===== src/rtl/core/ghc_pkg.sv =====
package ghc_pkg;

	localparam int COORD_BITS = 32;
	localparam int COUNT_BITS = 24;
	localparam int DIFF_BITS  = COORD_BITS + 1;
	localparam int PROD_BITS  = 2 * DIFF_BITS;
	localparam int TURNS      = 4;

	typedef struct packed {
		logic signed [COORD_BITS-1:0] corner0_x;
		logic signed [COORD_BITS-1:0] corner0_y;
		logic signed [COORD_BITS-1:0] corner1_x;
		logic signed [COORD_BITS-1:0] corner1_y;
		logic signed [COORD_BITS-1:0] corner2_x;
		logic signed [COORD_BITS-1:0] corner2_y;
		logic signed [COORD_BITS-1:0] corner3_x;
		logic signed [COORD_BITS-1:0] corner3_y;
		logic                         cell_invalid;
		logic                         last_cell;
	} cell_t;

	typedef struct packed {
		logic                  flip_needed;
		logic [COUNT_BITS-1:0] ok_total;
		logic [COUNT_BITS-1:0] wrong_total;
		logic [COUNT_BITS-1:0] invalid_total;
	} result_t;

	typedef struct packed {
		logic                                cell_invalid;
		logic                                last_cell;
		logic [TURNS-1:0][PROD_BITS-1:0]     left;
		logic [TURNS-1:0][PROD_BITS-1:0]     right;
	} turn_t;

endpackage


===== src/rtl/core/ghc_count.sv =====
module ghc_count (
	input  logic             clk,
	input  logic             arst_n,
	input  logic             advance,
	input  logic             turn_valid_s2,
	input  ghc_pkg::turn_t   turn_s2,
	output logic             result_valid,
	output ghc_pkg::result_t result
);

	localparam int CB = ghc_pkg::COUNT_BITS;

	logic [CB-1:0] ok_q;
	logic [CB-1:0] wrong_q;
	logic [CB-1:0] invalid_q;
	logic [CB-1:0] ok_nx;
	logic [CB-1:0] wrong_nx;
	logic [CB-1:0] invalid_nx;
	logic [ghc_pkg::TURNS-1:0] turn_le;
	logic          good;
	logic          flip;
	logic          result_valid_q;
	ghc_pkg::result_t result_q;

	function automatic logic [CB-1:0] sat_inc(input logic [CB-1:0] c);
		sat_inc = (c == '1) ? c : c + CB'(1);
	endfunction

	always_comb begin
		for (int k = 0; k < ghc_pkg::TURNS; k++) begin
			turn_le[k] = $signed(turn_s2.left[k]) <= $signed(turn_s2.right[k]);
		end
	end

	assign good = &turn_le;

	always_comb begin
		ok_nx      = ok_q;
		wrong_nx   = wrong_q;
		invalid_nx = invalid_q;
		if (turn_s2.cell_invalid) begin
			invalid_nx = sat_inc(invalid_q);
		end else if (good) begin
			ok_nx = sat_inc(ok_q);
		end else begin
			wrong_nx = sat_inc(wrong_q);
		end
	end

	assign flip = {1'b0, wrong_nx} > {ok_nx, 1'b0};

	always_ff @(posedge clk or negedge arst_n) begin
		if (!arst_n) begin
			ok_q           <= '0;
			wrong_q        <= '0;
			invalid_q      <= '0;
			result_valid_q <= 1'b0;
		end else if (advance) begin
			result_valid_q <= turn_valid_s2 && turn_s2.last_cell;
			if (turn_valid_s2) begin
				if (turn_s2.last_cell) begin
					ok_q      <= '0;
					wrong_q   <= '0;
					invalid_q <= '0;
				end else begin
					ok_q      <= ok_nx;
					wrong_q   <= wrong_nx;
					invalid_q <= invalid_nx;
				end
			end
		end
	end

	always_ff @(posedge clk) begin
		if (advance && turn_valid_s2 && turn_s2.last_cell) begin
			result_q.flip_needed   <= flip;
			result_q.ok_total      <= ok_nx;
			result_q.wrong_total   <= wrong_nx;
			result_q.invalid_total <= invalid_nx;
		end
	end

	assign result_valid = result_valid_q;
	assign result       = result_q;

endmodule


===== config.mk =====
export PLATFORM = sky130hd
export DESIGN_NAME = ghc_count
export DESIGN_NICKNAME = d
export VERILOG_FILES = /design/src/rtl/core/ghc_pkg.sv /design/src/rtl/core/ghc_count.sv
export SDC_FILE = /design/constraint.sdc
export NUM_CORES = 1
export LEC_CHECK = 0
export BUFFER_PORTS_ARGS = -buffer_cell sky130_fd_sc_hd__buf_2
export CORE_AREA = 3 3 239 241
export DETAILED_ROUTE_END_ITERATION = 16
export DIE_AREA = 0 0 242 244
export PLACE_DENSITY = 0.47
export REMOVE_ABC_BUFFERS = 1
export SYNTH_ARGS = -nofsm -noshare
export SYNTH_HDL_FRONTEND = slang
export SYNTH_SLANG_ARGS = --single-unit

===== constraint.sdc =====
create_clock -name clk -period 13.64 [get_ports clk]
set_clock_uncertainty 0.1 [all_clocks]
set_input_delay 0 -clock clk [delete_from_list [all_inputs] [get_ports clk]]
set_output_delay 0 -clock clk [all_outputs]
set_load 0.03 [all_outputs]

; Yosys cells after proc, flatten, opt, wreduce, memory -nomap -nowiden
; Cells that the tools add are included.
[classes]
add_sub_neg = 3
order_cmp = 5
eq_ne = 3
mux = 11
n_reduce_logical = 5
[op_table]
columns = operator, count
row1 = 66-bit <= comparator, 4
row2 = 24-bit two-way mux, 11
row3 = "24-bit by 1-bit adder with 24-bit output, second input constant", 3
row4 = "24-bit == test, second input constant", 3
row5 = 24-bit by 25-bit greater-than comparator with 1-bit output, 1
row6 = 4-bit AND reduction, 1
row7 = 1-bit logical AND, 3
row8 = 2-bit AND reduction, 1
[totals]
register_bits = 146
output_inout_bits = 74

; Logic depth before layout (Yosys ltp)
; Gate-level depths: netlist of run 1.
[logic_depth]
word_depth = 5
depth_mapped = 27
depth_no_buf = 25

; Least setup slack after synthesis of run 1
; Ideal clock, no wire load.
[synth_timing]
kind = input to register
from = input port turn_s2[167] in the netlist's numbering
to = register result_q (netlist bit result[72]), data pin
setup_time_ps = 256
t_arrival_ps = 4090
path_slack_ps = 9194
cell_stages = 27
path_buffers = 2
cell_sequence = inv_1 -> ha_1 -> a21o_1 -> nand3_1 -> a21oi_1 -> o311a_1 -> a2111oi_0 -> o21ai_1 -> mux2_2 -> nand3_1 -> buf_4 -> and3_1 -> buf_2 -> nand2_1 -> xnor2_1 -> ha_1 -> nor2b_1 -> o21a_1 -> o21a_1 -> o21a_1 -> o21ai_0 -> nand2b_1 -> a21oi_1 -> o211ai_1 -> a31oi_1 -> o21bai_1 -> o211a_1
[synth_between]
elab_chain_len = 5
word_cells_on_any_way = 7
[synth_rtl]
columns = item, line_no
row1 = start: declaration, ghc_count.sv:6  ; input ghc_pkg::turn_t turn_s2,
row2 = 66-bit <= comparator, ghc_count.sv:31  ; turn_le[k] = $signed(turn_s2.left[k]) <= $signed(turn_s2.right[k]);
row3 = 4-bit AND reduction, ghc_count.sv:35  ; assign good = &turn_le;
row4 = 24-bit two-way mux, ghc_count.sv:43  ; end else if (good) begin
row5 = 24-bit two-way mux, ghc_count.sv:41  ; if (turn_s2.cell_invalid) begin
row6 = via wrong_nx[2], ghc_count.sv:17  ; logic [CB-1:0] wrong_nx;
row7 = 24-bit by 25-bit greater-than comparator with 1-bit output, ghc_count.sv:50  ; assign flip = {1'b0, wrong_nx} > {ok_nx, 1'b0};
row8 = via flip, ghc_count.sv:21  ; logic flip;
row9 = end: declaration, ghc_count.sv:23  ; ghc_pkg::result_t result_q;
; The timed path passes the listed nets, and every way through them passes these cells.
; A chain may end at the register's enable or synchronous reset.

; Worst setup path in the final report of run 1
[layout_timing]
from = input port turn_s2[187] in the netlist's numbering
to = register result_q (netlist bit result[72]), data pin
; The elaborated chain is that of the path after synthesis.

==> impl_results.md, run 1 <==
* Status: finished, final reports clean
* Hold Vio Cnt, Final at 0
* Seq/Total Area, Yosys at 0.2750
* First-pass DRT Iterations at 6
* P_leak at 0.01019 µW
* Worst R2R Path Depth at 20
* Dpl ws at 7.747 ns
* DR vias at 14620
* Power per cell area at 70.85 nW/µm²
* Synth Warn # at 0
* Main synth FF type: edfxtp_1
* FFs w/ async S/R, synth at 0.5000
* Clock power frac at 0.364
* Initial Util at 0.2653
* Final setup vio count at 0
* CTS tree: built
* Clock Latency Late Sink at 0.43 ns
* Cell Area, Synth at 14610 µm²
* Rel. slew slack at 0.3290
* Starting DRT DRC Count at 615
* Combinational share of power at 0.276
* Cell row count at 86
* Worst hold path type: in -> async
* Area grow syn2layout at 30.86%
* Setup TNS at 0 ns
* Total CTS buffers at 17
* Port bufs at 607
* Gp weighted congestion at 0.9277
* Yosys cell types at 89
* Fin crit share at 0.4081
* Routed Antenna Nets at 0
* Mux cell area share after synthesis at 0.005736
* Final WL at 60410 µm
* # clock sinks at 146
* Post-layout nets at 3130
* Most common cell after layout, fill and taps aside: buf_2
* Yosys reg bits at 146
* Root Buffer: clkbuf_16
* CP Class: in -> reg
* Post-synth EDFFs at 73
* Overall Global Routing Usage at 0.1985
* Vias in the first global route at 15170
* Largest family of logic cells by synthesized area: adder cells
* Placed Instance Area at 18470 µm²
* Final instance area at 19120 µm²
* Startpoint Class: input pin
* Synth Area in XOR/XNOR at 0.04555
* Max-Cap Viols at 0
* Sequential group share of total power at 0.360
* Final HPWL DP at 52220 µm
* Crit. End Element: flop
* H-tree depth at 4
* Max Root-Sink Buffers at 2
* Most frequent cells in the layout: buf_2 (607), inv_1 (311), ha_1 (290), nand2_1 (136), a21oi_1 (110)
* Total grt overflow at 0
* Die width at 242 µm
* Pin count of the biggest net entering global routing at 52
* Post-Synth Adder-Cell Area at 0.2483
* Psw at 432.5 µW
* Worst-Margin Slew at 0.9973 ns
* Share of cells above drive strength 1 at 0.2945
* # DRC at 0
* Clk slew on worst S/H paths at 0.07 ns
* Ports at 608
* Die height at 244 µm
* Initial antenna violation count at 23
* RSZ-0062 raised after global routing: no
* Critical path fanouts, max at 21
* Synth Area in Simple Gates at 0.1695
* DR WL/cell at 19.67 µm
* Internal power at 922.4 µW
* WP data arrival at 5.64 ns
* Worst Path Required at 13.71 ns
* Cells after Synth at 1705
* Gates resized, CTS repair at 0
* Setup WS post-layout at 8.074 ns
* First-pass GRT wire length at 90400 µm
* Area fraction in compound gates after synthesis at 0.1629
* Maximum vdd drop at 75.65 µV
* Final Critical Period at 5.566 ns
* Core area at 55090 µm²
* Final Max Slew Viols at 0
* Switch share at 0.3192
* Max Fclk at 0.1796 GHz
* Die area at 59050 µm²
* Mapped Avg Cell Area at 8.571 µm²
* DR vias/cell at 4.760
==> final timing paths <==
check                                         start                        to  slack (ns)
setup / recovery                       turn_s2[187]      result[72]$_DFFE_PP_        8.07
hold / removal                               arst_n  result_valid$_DFFE_PN0P_       0.007
setup reg to reg                ok_q[5]$_DFFE_PN0P_      result[72]$_DFFE_PP_        8.30
hold reg to reg            result_valid$_DFFE_PN0P_  result_valid$_DFFE_PN0P_        0.43
max in group asynchronous                    arst_n      ok_q[14]$_DFFE_PN0P_       12.24
min in group clk                      turn_valid_s2   wrong_q[16]$_DFFE_PN0P_        0.18
==> area by class of cell <==
cell class / instances / area, µm²
multi-input combinational: 1210 / 9239
antenna: 4 / 10.01
timing repair buffer: 619 / 3136
inverter: 312 / 1171
clock buffer: 17 / 425.4
clock inverter: 15 / 188.9
fill: 5934 / 35970
sequential: 146 / 4019
tap: 748 / 935.9
==> cells by family after synthesis <==
| logic type | after synthesis |
|---|---|
| multiplexers | 8 |
| flip-flops | 146 |
| XOR/XNOR | 76 |
| buffers and inverters | 349 |
| adder cells (fa/ha/maj) | 290 |
| AO/OA/AOI/OAI | 368 |
| AND/OR/NAND/NOR | 468 |
==> through the flow <==
| step | hold WS [ns] | total power [µW] | utilization | std cells |
|---|---|---|---|---|
| after floorplan | -0.3956 | 696.7 | - | 1668 |
| after global placement | -0.06904 | 865.5 | 0.3353 | 3032 |
| after detailed placement | -0.07188 | 872.4 | 0.3353 | 3032 |
| after CTS | 0.01125 | 1372 | 0.3470 | 3067 |
| after global routing | 0.05160 | 1439 | 0.3471 | 3070 |
| final | 0.006809 | 1355 | 0.3471 | 3071 |
==> state kept, by name (all words and copies together), names as in the netlist <==
signal and count:
ok_q 24, invalid_q 24, result_valid 1, result 73
wrong_q 24
==> layer usage <==
metal	vias up	GRT usage	wire length, µm
met1	6790	0.2263	24100
li1	7294	-	-
met3	71	0.03235	2966
met5	-	0	58
met2	452	0.3851	31860
met4	10	0.04438	1427
==> power groups by stage <==
stage / clock network [µW] / registers, µW / logic (µW)
6_report: 493 / 488 / 374
5_1_grt: 524 / 490 / 425
4_1_cts: 506 / 488 / 379
3_5_place_dp: 0 / 497 / 376
3_3_place_gp: 0 / 496 / 369
2_1_floorplan: 0 / 510 / 186
==> worst max-delay path: stages <==
cell,delay [ns]
buf_2,0.08
inv_1,0.03
ha_1,0.30
a21oi_1,0.15
o21ai_0,0.12
a221oi_1,0.47
o211ai_1,0.17
a2111oi_0,0.56
o21ai_1,0.15
mux2_2,0.36
nand3_1,0.11
buf_4,0.25
nand3_1,0.64
or2_1,0.49
xnor2_1,0.24
ha_1,0.29
nor2b_1,0.13
o21ai_0,0.16
nand2b_1,0.08
a21oi_1,0.29
o211ai_1,0.14
a31oi_1,0.18
o21bai_1,0.09
o211a_1,0.14
==> Yosys cell counts, types with 8 or more instances <==
| cell | instances | area share |
|---|---|---|
| and4_1 | 14 | 0.0084 |
| a22o_1 | 17 | 0.010 |
| xnor2_1 | 44 | 0.026 |
| nor4_1 | 12 | 0.0051 |
| nor2b_1 | 11 | 0.0047 |
| nand4_1 | 67 | 0.029 |
| edfxtp_1 | 73 | 0.15 |
| a21oi_1 | 110 | 0.038 |
| a21o_1 | 40 | 0.021 |
| and3_1 | 21 | 0.0090 |
| nor2_1 | 53 | 0.014 |
| nor3_1 | 34 | 0.012 |
| nand2_1 | 137 | 0.035 |
| o211ai_1 | 8 | 0.0041 |
| dfrtp_1 | 73 | 0.12 |
| o31ai_1 | 18 | 0.0092 |
| a221oi_1 | 15 | 0.0090 |
| inv_1 | 312 | 0.080 |
| xor2_1 | 32 | 0.019 |
| o21ai_0 | 90 | 0.031 |
| ha_1 | 290 | 0.25 |
| nand3_1 | 63 | 0.022 |
| o21a_1 | 10 | 0.0051 |
| and2_1 | 8 | 0.0034 |
| clkbuf_1 | 26 | 0.0067 |
==> repair_timing <==
action                    4_1_cts  5_1_grt
buffers inserted                0        0
hold buffers                    3        0
hold endpoints to repair       24        0
Power figures use the tool's default switching activity.
==> inputs of run 2 (changes only) <==
==> constraint.sdc (replaced) <==
create_clock -name clk -period 5.43 [get_ports clk]
set_clock_uncertainty 0.1 [all_clocks]
set_input_delay 0 -clock clk [delete_from_list [all_inputs] [get_ports clk]]
set_output_delay 0 -clock clk [all_outputs]
set_load 0.03 [all_outputs]
==> impl_results.md, run 2 (synthesis gave the netlist of run 1 again) <==
* Status: finished, final reports clean
* Met2 WL post-DR at 31400 µm (-1.4%)
* Final HPWL DP at 52280 µm (+0.10%)
* Worst Path Required at 5.51 ns (-8.20 ns)
* Critical-path cell list: and3_1 -> and3_2 -> and3_1 -> and4_1 -> nand3_4 -> nor3_2 -> nor2_1 -> nand4_1 -> buf_4 -> mux2i_1 -> ha_1 -> nor2b_1 -> o21a_1 -> o21a_1 -> o21a_1 -> o21ai_0 -> nand2b_1 -> a21oi_1 -> o211ai_1 -> a31oi_1 -> o21bai_1 -> o211a_1
* Clock Latency Late Sink at 0.43 ns (about the same)
* Tot Pwr at 3385 µW (+150%)
* Critical path startpoint: ok_q[5]$_DFFE_PN0P_
* Hold Vio Cnt, Final at 0 (unchanged)
* First-pass DRT Iterations at 4 (-2)
* Setup WS post-layout at 0.5281 ns (-7.546 ns)
* Max Fclk at 0.2040 GHz
* Vias in the first global route at 15150 (-0.15%)
* DR vias at 14710 (+0.61%)
* Starting DRT DRC Count at 695 (+13%)
* Worst R2R Start: ok_q[5]$_DFFE_PN0P_
* Area grow syn2layout at 32.23%
* Rel. slew slack at 0.2798 (-0.04914)
* Worst hold path type: in -> reg
* Placed Cells at 3058 (+0.86%)
* Setup TNS at 0 ns (unchanged)
* Initial Util at 0.2653 (unchanged)
* Switch share at 0.3152 (-0.004043)
* Fin cells at 3100 (+0.94%)
* Internal power at 2318 µW (+150%)
* Ports at 608 (unchanged)
* Critical path fanouts, max at 13 (-38%)
* Setup crit end: result[72]$_DFFE_PP_
* Setup bufs post-CTS at 0 (unchanged)
* DR WL/cell at 19.46 µm (-1.1%)
* Dpl ws at 0.1806 ns (-7.566 ns)
* Most common cell after layout, fill and taps aside: buf_2
* Met3 wire length at 3192 µm (+7.6%)
* Most frequent cells in the layout: buf_2 (607), inv_1 (311), ha_1 (290), nand2_1 (136), a21oi_1 (110)
* Initial antenna violation count at 25 (+8.7%)
* Final setup vio count at 0 (unchanged)
* Share of cells above drive strength 1 at 0.3023 (+0.007822)
* Cell row count at 86 (unchanged)
* Die area at 59050 µm² (unchanged)
* Pin count of the biggest net entering global routing at 74 (+42%)
* Max Root-Sink Buffers at 2 (unchanged)
* Port bufs at 607 (unchanged)
* Maximum vdd drop at 195.4 µV (+160%)
* Total grt overflow at 0 (unchanged)
* Overall Global Routing Usage at 0.1983 (about the same)
* Final Max Slew Viols at 0 (unchanged)
* # clock sinks at 146 (unchanged)
* Gates resized, CTS repair at 0 (unchanged)
* P_leak at 0.01032 µW (+1.3%)
* Crit-path max cell delay at 0.43 ns (-0.21 ns)
* Combinational share of power at 0.280 (+0.004)
* CP dominant cell by count: o21a_1
* # DRC at 0 (unchanged)
* R2R setup slack at 0.53 ns (-7.77 ns)
* Cts-stage hold buffer count at 3 (unchanged)
* RSZ-0062 raised after global routing: no
* Startpoint Class: flop
* WP data arrival at 4.98 ns (-0.66 ns)
* Power per cell area at 175.2 nW/µm² (+150%)
* First-pass GRT wire length at 89730 µm (-0.74%)
* Worst R2R Path Depth at 22 (+10%)
* H-tree depth at 4 (unchanged)
* DR vias/cell at 4.744 (-0.33%)
* WL met1 at 24240 µm (+0.56%)
* Final Critical Period at 4.902 ns
* Final WL at 60330 µm (-0.12%)
* Sequential group share of total power at 0.362 (+0.002)
* Die height at 244 µm (unchanged)
* CP Class: reg -> reg
* Gp weighted congestion at 0.9168 (-1.2%)
* Root Buffer: clkbuf_16
* Crit. End Element: flop
* Critical path's slowest cell: dfrtp_1
* Clock power frac at 0.358 (-0.006)
* Core area at 55090 µm² (unchanged)
* Fin crit share at 0.9028
* FILL cells at 5861 (-1.2%)
* CTS tree: built
* Worst-Margin Slew at 1.080 ns (+0.08290 ns)
* Max-Cap Viols at 0 (unchanged)
* Max Used Layer: met5
* Hold Worst Slack at 0.1607 ns (+0.1539 ns)
* Routed Antenna Nets at 0 (unchanged)
* Psw at 1067 µW (+150%)
* Total CTS buffers at 17 (unchanged)
* Post-layout nets at 3156 (+0.83%)
* Max reg flops at 73 (unchanged)
* Clk slew on worst S/H paths at 0.07 ns (about the same)
* Reg2reg end: result[72]$_DFFE_PP_
* Die width at 242 µm (unchanged)
[run 2: changes by cell type in the layout (fill, tap and decap cells not counted), sizes merged]
| cell | delta |
|---|---|
| buf | +26 |
| clkinv | +2 |
| clkinvlp | -1 |
| diode | +3 |
| inv | -1 |
[run 2: worst max-delay path, delay by kind of cell (launching register included)]
kind	cells	cell delay, ns
AND/OR/NAND/NOR	10	1.89
flip-flops	1	0.43
buffers and inverters	1	0.25
AO/OA/AOI/OAI	9	1.34
multiplexers	1	0.35
adder cells (fa/ha/maj)	1	0.30
[run 2: how the worst min path moves through the flow]
stage	depth (start not counted)	slack [ns]	from	to
floorplan	0	-0.40	arst_n	invalid_q[0]$_DFFE_PN0P_
global placement	2	0.12	advance	result_valid$_DFFE_PN0P_
detailed placement	2	0.14	advance	result_valid$_DFFE_PN0P_
CTS	5	0.14	turn_valid_s2	ok_q[22]$_DFFE_PN0P_
global route	5	0.22	turn_valid_s2	ok_q[22]$_DFFE_PN0P_
finish	3	0.16	turn_valid_s2	invalid_q[6]$_DFFE_PN0P_
[run 2: power by group through the flow]
stage	combinational (µW)	clock, µW	sequential, µW
after global placement	941	0	1250
after floorplan	468	0	1280
after detailed placement	952	0	1250
after CTS	961	1240	1230
final	949	1210	1230
after global routing	1080	1290	1230
[run 2: cell type report]
cell class,count,area (µm²),share of cell area
antenna,7,17.52,0.0009065
clock buffer,17,425.4,0.02202
clock inverter,15,172.7,0.008936
inverter,312,1171,0.06061
multi-input combinational,1210,9239,0.4781
sequential,146,4019,0.2080
tap,748,935.9,0.04843
timing repair buffer,645,3343,0.1730
[run 2: metal layers]
layer / vias to the layer above / global-route usage
li1: 7344 / -
met3: 75 / 0.03531
met1: 6839 / 0.2287
met5: - / 0
met4: 12 / 0.04544
met2: 436 / 0.3786
[run 2: per-stage QoR]
| stage | area [µm²] | util |
|---|---|---|
| 2_1_floorplan | 14430 | - |
| 3_3_place_gp | 18680 | 0.3390 |
| 3_5_place_dp | 18680 | 0.3390 |
| 4_1_cts | 19310 | 0.3504 |
| 5_1_grt | 19320 | 0.3507 |
| 6_report | 19320 | 0.3507 |
